<file path="config.mk">
export PLATFORM = sky130hd
export DESIGN_NAME = gronsfeld_byte_cipher_unit
export DESIGN_NICKNAME = d
export VERILOG_FILES = /design/src/hw/rtl/gbc_pkg.sv /design/src/hw/rtl/gbc_shift.sv /design/src/hw/rtl/gronsfeld_byte_cipher_unit.sv
export SDC_FILE = /design/constraint.sdc
export NUM_CORES = 1
export LEC_CHECK = 0
export BUFFER_PORTS_ARGS = -buffer_cell sky130_fd_sc_hd__buf_2
export CAP_MARGIN = 40
export CORE_ASPECT_RATIO = 1.5
export CORE_MARGIN = 2
export CORE_UTILIZATION = 50
export CTS_CLUSTER_SIZE = 10
export DETAILED_ROUTE_END_ITERATION = 8
export HOLD_SLACK_MARGIN = 0.02
export PLACE_DENSITY = 0.86
export SETUP_SLACK_MARGIN = 0.4
export SLEW_MARGIN = 25
export SYNTH_ARGS = -nofsm -noshare
export SYNTH_HDL_FRONTEND = slang
export SYNTH_SLANG_ARGS = --single-unit
</file>
<file path="constraint.sdc">
create_clock -name aclk -period 4.2 [get_ports aclk]
set_clock_uncertainty 0.05 [all_clocks]
set_input_delay 0.21 -clock aclk [delete_from_list [all_inputs] [get_ports aclk]]
set_output_delay 0.21 -clock aclk [all_outputs]
set_load 0.05 [all_outputs]
</file>
<file path="src/hw/rtl/gbc_pkg.sv">
// ============================================================================
// gbc_pkg
// Shared constants, letter class codes and helpers for the Gronsfeld byte
// cipher unit.
// ============================================================================
package gbc_pkg;

    localparam int KEY_DIGITS_MAX = 10;
    localparam int KEY_WIDTH      = 4 * KEY_DIGITS_MAX;
    localparam int POS_WIDTH      = 4;
    localparam int LEN_WIDTH      = 4;
    localparam int CFG_ADDR_WIDTH = 2;

    localparam logic [CFG_ADDR_WIDTH-1:0] CFG_DECRYPT_MODE = 2'd0;
    localparam logic [CFG_ADDR_WIDTH-1:0] CFG_KEY_DIGITS   = 2'd1;
    localparam logic [CFG_ADDR_WIDTH-1:0] CFG_KEY_LENGTH   = 2'd2;

    localparam logic [LEN_WIDTH-1:0] KEY_LENGTH_RESET = 4'd1;
    localparam logic [LEN_WIDTH-1:0] KEY_LENGTH_MAX   = LEN_WIDTH'(KEY_DIGITS_MAX);

    localparam logic [4:0] LATIN_SPAN = 5'd26;

    typedef logic [7:0]           byte_t;
    typedef logic [3:0]           digit_t;
    typedef logic [POS_WIDTH-1:0] pos_t;

    // Letter class of a byte
    typedef enum logic [1:0] {
        CLS_NONE     = 2'd0,
        CLS_LATIN    = 2'd1,
        CLS_CYRILLIC = 2'd2
    } letter_class_t;

    function automatic letter_class_t byte_class(input byte_t b);
        letter_class_t cls;
        cls = CLS_NONE;
        // A-Z and a-z: 0x41-0x5A / 0x61-0x7A, low five bits 1..26
        if (b[7:6] == 2'b01 && b[4:0] != 5'd0 && b[4:0] <= LATIN_SPAN)
            cls = CLS_LATIN;
        // Windows-1251 letters fill 0xC0-0xFF
        else if (b[7:6] == 2'b11)
            cls = CLS_CYRILLIC;
        return cls;
    endfunction

    function automatic digit_t digit_at(input logic [KEY_WIDTH-1:0] key, input pos_t pos);
        digit_t d;
        d = '0;
        for (int k = 0; k < KEY_DIGITS_MAX; k++) begin
            if (pos == POS_WIDTH'(k))
                d = key[4*k +: 4];
        end
        return d;
    endfunction

endpackage

</file>
<file path="src/hw/rtl/gbc_shift.sv">
// ============================================================================
// gbc_shift
// Rotates one letter byte by a key digit within its alphabet; other bytes
// pass unchanged.
// ============================================================================
module gbc_shift (
    input  gbc_pkg::byte_t         in_byte,
    input  gbc_pkg::letter_class_t cls,
    input  gbc_pkg::digit_t        digit,
    input  logic                   decrypt,
    output gbc_pkg::byte_t         out_byte
);
    import gbc_pkg::*;

    logic [4:0] lat_off;
    logic [5:0] lat_sum;
    logic [5:0] lat_rot;
    logic [4:0] cyr_rot;

    assign lat_off = in_byte[4:0] - 5'd1;

    always_comb begin
        if (decrypt) begin
            lat_sum = {1'b0, lat_off} - {2'b00, digit};
            // borrow out: wrap back into the alphabet
            lat_rot = lat_sum[5] ? lat_sum + {1'b0, LATIN_SPAN} : lat_sum;
            cyr_rot = in_byte[4:0] - {1'b0, digit};
        end else begin
            lat_sum = {1'b0, lat_off} + {2'b00, digit};
            lat_rot = (lat_sum >= {1'b0, LATIN_SPAN}) ? lat_sum - {1'b0, LATIN_SPAN} : lat_sum;
            cyr_rot = in_byte[4:0] + {1'b0, digit};
        end
    end

    always_comb begin
        unique case (cls)
            CLS_LATIN:    out_byte = {in_byte[7:5], lat_rot[4:0] + 5'd1};
            CLS_CYRILLIC: out_byte = {in_byte[7:5], cyr_rot};
            default:      out_byte = in_byte;
        endcase
    end

endmodule

</file>
<file path="src/hw/rtl/gronsfeld_byte_cipher_unit.sv">
// ============================================================================
// gronsfeld_byte_cipher_unit
// Byte stream Gronsfeld cipher: letters are rotated by the current decimal
// key digit, the key position advances on letters only.
// ============================================================================
//
//  channel  | direction | ports
//  ---------+-----------+---------------------------------------------
//  s_       | in        | s_valid, s_ready, s_in_byte, s_in_last
//  m_       | out       | m_valid, m_ready, m_out_byte, m_out_last
//  cfg_     | in        | cfg_wr_en, cfg_addr, cfg_wdata (no read-back)
//
//  One byte per clock sustained while m_ready stays high.
//  The key position is updated at input acceptance from the byte class
//  alone, so consecutive bytes need no bubble.
//  Input register and result register form a two-deep pipeline; a stall on
//  m_ready holds both and drops s_ready once both are full.
//  Synchronous active-low reset clears valids, key position and configuration.
//
module gronsfeld_byte_cipher_unit (
    input  logic                                 aclk,
    input  logic                                 aresetn,

    input  logic                                 cfg_wr_en,
    input  logic [gbc_pkg::CFG_ADDR_WIDTH-1:0]   cfg_addr,
    input  logic [gbc_pkg::KEY_WIDTH-1:0]        cfg_wdata,

    input  logic                                 s_valid,
    output logic                                 s_ready,
    input  gbc_pkg::byte_t                       s_in_byte,
    input  logic                                 s_in_last,

    output logic                                 m_valid,
    input  logic                                 m_ready,
    output gbc_pkg::byte_t                       m_out_byte,
    output logic                                 m_out_last
);
    import gbc_pkg::*;

    // configuration
    logic                   decrypt_reg;
    logic [KEY_WIDTH-1:0]   key_digits_reg;
    logic [LEN_WIDTH-1:0]   key_length_reg;

    // key position
    pos_t                   key_pos_reg;
    pos_t                   key_pos_next;

    // input stage
    logic                   s1_valid_reg;
    byte_t                  s1_byte_reg;
    logic                   s1_last_reg;
    pos_t                   s1_pos_reg;

    // result stage
    logic                   m_valid_reg;
    byte_t                  m_byte_reg;
    logic                   m_last_reg;

    logic                   s_accept;
    logic                   s1_advance;
    logic                   m_free;
    logic [LEN_WIDTH-1:0]   len_eff;
    pos_t                   pos_use;
    pos_t                   pos_inc;
    letter_class_t          in_cls;
    letter_class_t          s1_cls;
    digit_t                 s1_digit;
    byte_t                  s1_result;

    assign m_free     = !m_valid_reg || m_ready;
    assign s1_advance = s1_valid_reg && m_free;
    assign s_ready    = !s1_valid_reg || m_free;
    assign s_accept   = s_valid && s_ready;

    // ------------------------------------------------------------------
    // Configuration registers
    // ------------------------------------------------------------------
    always_ff @(posedge aclk) begin
        if (!aresetn) begin
            decrypt_reg    <= 1'b0;
            key_digits_reg <= '0;
            key_length_reg <= KEY_LENGTH_RESET;
        end else if (cfg_wr_en) begin
            unique case (cfg_addr)
                CFG_DECRYPT_MODE: decrypt_reg    <= cfg_wdata[0];
                CFG_KEY_DIGITS:   key_digits_reg <= cfg_wdata;
                CFG_KEY_LENGTH:   key_length_reg <= cfg_wdata[LEN_WIDTH-1:0];
                default:          ; // unmapped index: drop the write
            endcase
        end
    end

    // ------------------------------------------------------------------
    // Key position, resolved at acceptance
    // ------------------------------------------------------------------
    always_comb begin
        priority if (key_length_reg == '0)
            len_eff = LEN_WIDTH'(1);
        else if (key_length_reg > KEY_LENGTH_MAX)
            len_eff = KEY_LENGTH_MAX;
        else
            len_eff = key_length_reg;
    end

    assign in_cls  = byte_class(s_in_byte);
    assign pos_use = (key_pos_reg >= len_eff) ? '0 : key_pos_reg;
    assign pos_inc = pos_use + POS_WIDTH'(1);

    always_comb begin
        key_pos_next = pos_use;
        if (in_cls != CLS_NONE)
            key_pos_next = (pos_inc >= len_eff) ? '0 : pos_inc;
        if (s_in_last)
            key_pos_next = '0;
    end

    always_ff @(posedge aclk) begin
        if (!aresetn)
            key_pos_reg <= '0;
        else if (s_accept)
            key_pos_reg <= key_pos_next;
    end

    // ------------------------------------------------------------------
    // Input stage
    // ------------------------------------------------------------------
    always_ff @(posedge aclk) begin
        if (!aresetn)
            s1_valid_reg <= 1'b0;
        else if (s_ready)
            s1_valid_reg <= s_valid;
    end

    always_ff @(posedge aclk) begin
        if (s_accept) begin
            s1_byte_reg <= s_in_byte;
            s1_last_reg <= s_in_last;
            s1_pos_reg  <= pos_use;
        end
    end

    // ------------------------------------------------------------------
    // Letter rotation
    // ------------------------------------------------------------------
    assign s1_cls   = byte_class(s1_byte_reg);
    assign s1_digit = digit_at(key_digits_reg, s1_pos_reg);

    gbc_shift u_shift (
        .in_byte  (s1_byte_reg),
        .cls      (s1_cls),
        .digit    (s1_digit),
        .decrypt  (decrypt_reg),
        .out_byte (s1_result)
    );

    // ------------------------------------------------------------------
    // Result register
    // ------------------------------------------------------------------
    always_ff @(posedge aclk) begin
        if (!aresetn)
            m_valid_reg <= 1'b0;
        else if (m_free)
            m_valid_reg <= s1_valid_reg;
    end

    always_ff @(posedge aclk) begin
        if (s1_advance) begin
            m_byte_reg <= s1_result;
            m_last_reg <= s1_last_reg;
        end
    end

    assign m_valid    = m_valid_reg;
    assign m_out_byte = m_byte_reg;
    assign m_out_last = m_last_reg;

    // ------------------------------------------------------------------
    // Assertions
    // ------------------------------------------------------------------
    a_pos_in_range: assert property (@(posedge aclk) disable iff (!aresetn)
        key_pos_reg < POS_WIDTH'(KEY_DIGITS_MAX))
        else $error("key position beyond key register");

    a_last_clears_pos: assert property (@(posedge aclk) disable iff (!aresetn)
        (s_accept && s_in_last) |=> (key_pos_reg == '0))
        else $error("key position not cleared after last byte");

    a_nonletter_passes: assert property (@(posedge aclk) disable iff (!aresetn)
        (s1_advance && s1_cls == CLS_NONE) |=> (m_out_byte == $past(s1_byte_reg)))
        else $error("non-letter byte modified");

    a_letter_class_kept: assert property (@(posedge aclk) disable iff (!aresetn)
        (s1_advance && s1_cls != CLS_NONE) |=> (byte_class(m_out_byte) == $past(s1_cls)))
        else $error("letter rotated out of its alphabet");

    a_pos_stable_idle: assert property (@(posedge aclk) disable iff (!aresetn)
        !s_accept |=> $stable(key_pos_reg))
        else $error("key position moved without a transaction");

endmodule

</file>
* After elaboration in Yosys (flattened, before gate mapping) *
Index checks and enable logic that the tools add are counted.

operators by class
  muxes and demuxes = 25
  reductions and logical operators = 19
  order comparisons = 6
  add/sub/neg operators = 9
  equality and inequality tests = 17

operator list
  kind                                                    number
  two-way mux 4 bit                                       16
  two-way mux 5 bit                                       4
  == test 4 x 3 -> 1 bit (second input constant)          4
  less-or-equal comparator 5 bit (second input constant)  2
  one-hot mux 5 bit (2 select lines)                      1
  nonzero test 5 bit                                      2
  == test 2 x 1 -> 1 bit (second input constant)          4
  == test 2 bit (second input constant)                   4
  == test 4 x 2 -> 1 bit (second input constant)          2
  == test 4 bit (second input constant)                   2
  >= comparator 4 bit                                     2
  zero test 4 bit                                         2
  two-way mux 2 bit                                       4
  adder 5 x 4 -> 6 bit                                    1
  >= comparator 6 x 5 -> 1 bit (second input constant)    1
  logical AND 1 bit                                       6
  AND reduction 2 bit                                     3
  subtractor 5 x 4 -> 6 bit                               1
  adder 5 x 1 -> 5 bit (second input constant)            1
  adder 5 x 4 -> 5 bit                                    1
  adder 5 bit (second input constant)                     1
  subtractor 5 x 1 -> 5 bit (second input constant)       1
  subtractor 5 x 4 -> 5 bit                               1
  subtractor 5 bit (second input constant)                1
  other kinds (7)                                         9

word-level totals
  flip-flop bits (word level) = 73
  output and inout bits = 11
  logic and storage cells = 87

* Logic depth before layout (Yosys ltp) *
  depth in word-level cells = 17
  mapped depth = 21
  mapped depth without buffers = 20

* By module *
A second synthesis with hierarchy kept.

second synthesis, totals
  cell total of the unflattened synthesis = 498
  area, all modules = 4609.4 um2

by module, submodules not included
  module                      instances  area an instance (um2)  sequential area each (um2)  cells each
  gronsfeld_byte_cipher_unit  1          3355.7                  1681.6                      339
  gbc_shift                   1          1253.7                  0.0                         159

* Least setup slack after synthesis *
No wires, ideal clock.

  path type = register -> register
  from = reg s1_pos_reg[2]
  to = reg m_byte_reg[1] (netlist: m_out_byte[1]) (data pin)
  data arrival time = 4089 ps
  buffers on the path = 1
  period minus slack after synthesis = 4400 ps
  required time = 3889 ps
  stages on the path, launching flop included = 20
  library setup time = 261 ps
  setup slack = -200 ps
  cells stage by stage = edfxtp_1 -> clkbuf_1 -> nor2b_1 -> and2_1 -> a21o_1 -> a22oi_1 -> o21ai_0 -> nand2_1 -> inv_1 -> ha_1 -> fa_1 -> xor2_1 -> and2_4 -> nor3_2 -> a211o_1 -> and3_2 -> o31ai_1 -> inv_1 -> ha_1 -> a221o_1

between the ends
  word-level cells in the longest chain between the ends = 17
  elaborated cells on any way between the ends = 33
  classes of those cells = 7 x add/sub; 1 x order compare; 9 x eq/ne; 15 x mux; 1 x reduce/logical

ends and longest elaborated chain
  item                                                               RTL line                           source
  from (decl)                                                        gronsfeld_byte_cipher_unit.sv:53   pos_t s1_pos_reg;
  from (signal assigned)                                             gronsfeld_byte_cipher_unit.sv:139  s1_pos_reg <= pos_use;
  zero test 4 bit                                                    gbc_pkg.sv:50                      if (pos == POS_WIDTH'(k))
  two-way mux 4 bit (9 in a row)                                     gbc_pkg.sv:50
  two-way mux 4 bit (*)                                              gbc_pkg.sv:50
  adder 5 x 4 -> 6 bit or subtractor 5 x 4 -> 6 bit (tied branches)  gbc_shift.sv:29, gbc_shift.sv:24
  subtractor 5 bit (tied with other cells)                           gbc_shift.sv:30                    lat_rot = (lat_sum >= {1'b0, LATIN_SPAN}) ? lat_sum - {1'b0, LATIN_SPAN} : lat_sum;
  two-way mux 5 bit, on equally long branches                        gbc_shift.sv:30, gbc_shift.sv:26
  two-way mux 5 bit                                                  gbc_shift.sv:23                    if (decrypt) begin
  adder 5 x 1 -> 5 bit                                               gbc_shift.sv:37                    CLS_LATIN: out_byte = {in_byte[7:5], lat_rot[4:0] + 5'd1};
  one-hot mux 5 bit (2 select lines) (*)                             gbc_shift.sv:36                    unique case (cls)
  via s1_result[1]                                                   gronsfeld_byte_cipher_unit.sv:69   byte_t s1_result;
  to (signal assigned)                                               gronsfeld_byte_cipher_unit.sv:169  m_byte_reg <= s1_result;
  to (decl)                                                          gronsfeld_byte_cipher_unit.sv:57   byte_t m_byte_reg;

Mark *: on every way through the listed nets, which the timed path passes. The rest lies on a longest branch.
A chain may end at the register's enable or synchronous reset.

* Worst setup path after layout *
  from = reg s1_pos_reg[3]
  to = reg m_byte_reg[4] (netlist: m_out_byte[4]) (data pin)

The elaborated chain is that of the path after synthesis.

==> impl_metrics.tcl <==
set metrics [dict create \
    status "finished clean" \
    synth_top_area_share_pct 23.3 \
    gr-total-overflow 0 \
    fmax_mhz 244 \
    ys_seq_elements 73 \
    seq_area_frac_synth_pct 38.4 \
    yosys-top-cells-area "dfxtp_1 23%, edfxtp_1 15%, nand2_1 8.6%" \
    r2r_end "m_out_byte[4]" \
    post-dp-hpwl_mm 7.73 \
    track_usage_pct 25.5 \
    min_path_cells 1 \
    critPathCaptureType "register" \
    max_cap_violations 0 \
    r2r_setup_slack_ns 0.1 \
    reg2reg_depth 20 \
    grt_pass1_vias 4148 \
    fin_ws_ns 0.0960 \
    holdWs_ns 0.0306 \
    cpPeakStageDelay_ns 0.49 \
    syn-instance-count 484 \
    yosysMostFrequentCell "nand2_1" \
    wl_per_cell_um 16.8 \
    worstPathRequired_ns 4.24 \
    p_sw_share_pct 28.6 \
    slew_headroom_pct 47.8 \
    leakage_nw 2.30 \
    num_vias 4019 \
    cp_cell_sequence "buf_6 -> nor2b_2 -> a22oi_1 -> nor2_1 -> a21oi_1 -> a21oi_1 -> nor2_2 -> inv_2 -> fa_2 -> xor2_2 -> and2_4 -> a2bb2oi_2 -> o211ai_1 -> and3_4 -> o31ai_4 -> inv_2 -> ha_4 -> o2111ai_2 -> xnor2_1 -> o21ai_1" \
    min_period_ns 4.10 \
    cts_buffer_depth 2 \
    die_h_um 119 \
    seq_power_share_pct 37.2 \
    cts_tree "built" \
    num_rows 41 \
    syn2layout_area_growth_pct 29.1 \
    power_frac_clock_pct 38.0 \
    largest_reg_flops 40 \
    setup.worst_path.start_class "register" \
    synth_cell_types 62 \
    dpl.cell_count 646 \
    first_pass_iters 5 \
    rsz0062_at_grt "yes" \
    yosysTopAreaCell "dfxtp_1" \
    drt_wl_total_mm 11.8 \
    power_density_nw_per_um2 371 \
    crit_type "register to register" \
    io_pins 67 \
    synth-edff-count 22 \
    seq_area_um2 1690 \
    critPathMaxFanout 6 \
    numCtsBuffers 9 \
    fin_crit_sh_pct 97.7 \
    r2r-start "s1_pos_reg[3]" \
    diodes 0 \
    arrival_ns 4.14 \
    async_flop_share_pct 0 \
    ant_nets 0 \
    hold_end "s1_byte_reg[0]" \
    synthTopCellsByCount "100 x nand2_1, 51 x dfxtp_1, 40 x a21boi_0, 27 x ha_1, 25 x inv_1" \
    path_clk_slew_ns 0.06 \
    clkLatencyLatePin_ns 0.34 \
    drc 0 \
    die_area_um2 9540 \
    final_net_count 672 \
    port_buffers 66 \
    hold_violations 0 \
    synth_area_um2 4380 \
    cts_root_buf "clkbuf_16" \
    setup_violations 0 \
    internal_power_mw 1.50 \
    worstHoldStart "s_in_byte[0]" \
    ir_worst_vdd_v 0.000286 \
    multi_input_area_um2 2710 \
    finalMaxSlewViolations 0 \
    switchingPower_mw 0.601 \
    drtIter0Drc 284 \
    final.fill_count 621 \
    min_path_type "input pin to register" \
    crit_slowest_cell "edfxtp_1" \
    synth.avg_cell_area_um2 9.05 \
    synth-main-ff-cell "dfxtp_1" \
    grt_start_max_net_pins 52 \
    fin_cells 698 \
    vias_per_cell 5.76 \
    antenna_found_initial 0 \
    core_area_um2 8460 \
    die_w_um 80.4 \
    worst_pin_slew_ns 0.781 \
    p_comb_share_pct 24.8 \
    initial_core_util_pct 51.8 \
    layout-drive-gt1-share_pct 30.1 \
    post-place-ws_ns -0.0186 \
    grt_pass1_wl_mm 19.0 \
    clock_sinks 73 \
    ys_warn_count 0 \
    place_congestion 0.848 \
    htree_levels 3 \
    postSynthNetCount 570 \
]
-- layout by cell type (no fill, tap or decap), types with 4 or more instances in the layout --
cell type,n
mux4_2,5
xor2_1,10
ha_1,22
dlygate4sd3_1,4
a21boi_0,40
nand3_1,8
nand2b_1,5
nand2_1,100
nor2b_1,13
a31oi_1,4
and2_4,4
mux2i_1,12
a21oi_1,15
o21bai_1,4
edfxtp_1,22
dfxtp_1,48
inv_2,5
o21ai_1,6
xnor2_1,9
nand3b_1,4
a21oi_2,6
ha_4,4
buf_2,66
a21o_1,7
inv_1,20
nor2_1,13
clkbuf_16,11
o21ai_0,6
buf_4,41
-- cell families (layout without fill, tap and decap cells) --
kind of cell    Yosys count  count (layout)  share of synthesized area (%)
mux                      18              18                           5.57
flops                    73              73                           38.4
fa+ha+maj                31              31                           9.31
simple gates            167             167                           18.0
compound gates          126             126                           20.2
xor+xnor                 21              21                           4.37
buf+inv                  48             155                           4.17
-- power groups by stage --
stage	logic, mW	registers, mW	clock network [mW]
floorplan	0.287	0.807	0
global placement	0.396	0.794	0
detailed placement	0.417	0.795	0
CTS	0.481	0.779	0.804
global route	0.563	0.783	0.841
finish	0.520	0.781	0.799
-- per-stage QoR --
stage	utilization [%]	instance area [um2]	power (mW)	TNS, ns
final	66.8	5660	2.10	0
after global routing	66.8	5660	2.19	-0.159
after CTS	65.8	5570	2.06	0
after detailed placement	58.0	4910	1.21	-0.0186
after global placement	58.0	4910	1.19	0
after floorplan	-	4460	1.09	0
-- worst max path at each step --
stage / startpoint / to / slack (ns) / cells past startpoint
after floorplan: s1_pos_reg[2] / m_out_byte[1] / 0.29 / 19
final: s1_pos_reg[3] / m_out_byte[4] / 0.1 / 20
after CTS: s1_pos_reg[0] / m_out_byte[1] / 0.25 / 16
after global routing: s1_pos_reg[0] / m_out_byte[4] / -0.10 / 22
after detailed placement: s1_pos_reg[1] / m_out_byte[1] / -0.02 / 17
after global placement: s1_pos_reg[1] / m_out_byte[1] / 0.15 / 17
-- worst max-delay path: cells and delay by family, from the launching register on --
family / cells / cell delay, ns
XOR/XNOR: 2 / 0.40
AO/OA/AOI/OAI: 8 / 1.13
flip-flops: 1 / 0.49
adder cells (fa/ha/maj): 2 / 0.60
AND/OR/NAND/NOR: 5 / 0.82
buffers and inverters: 3 / 0.34
-- cell type report --
class,instances,share of cell area [%]
clock buffers,14,5.42
clock inverters,2,0.287
inverters,25,1.66
multi-input cells,363,47.9
flip-flops and latches,73,29.8
well taps,107,2.37
repair buffers,114,12.6
-- repair_timing --
| action | in CTS | in global routing |
|---|---|---|
| pin swaps | 22 | 20 |
| endpoints found under the setup margin | 6 | 8 |
| hold buffers | 4 | 0 |
| buffers inserted | 26 | 6 |
| hold endpoints to repair | 4 | 0 |
| resized for setup | 23 | 15 |
-- layer usage --
layer	wire length, um	share of wire [%]	track usage [%]	vias up
met4	618	5.3	15.0	0
met5	0	0	0	-
met3	514	4.4	5.27	58
met1	4410	38	26.1	1890
met2	6210	53	46.0	158
li1	-	-	-	1913
Power figures use the tool's default switching activity.
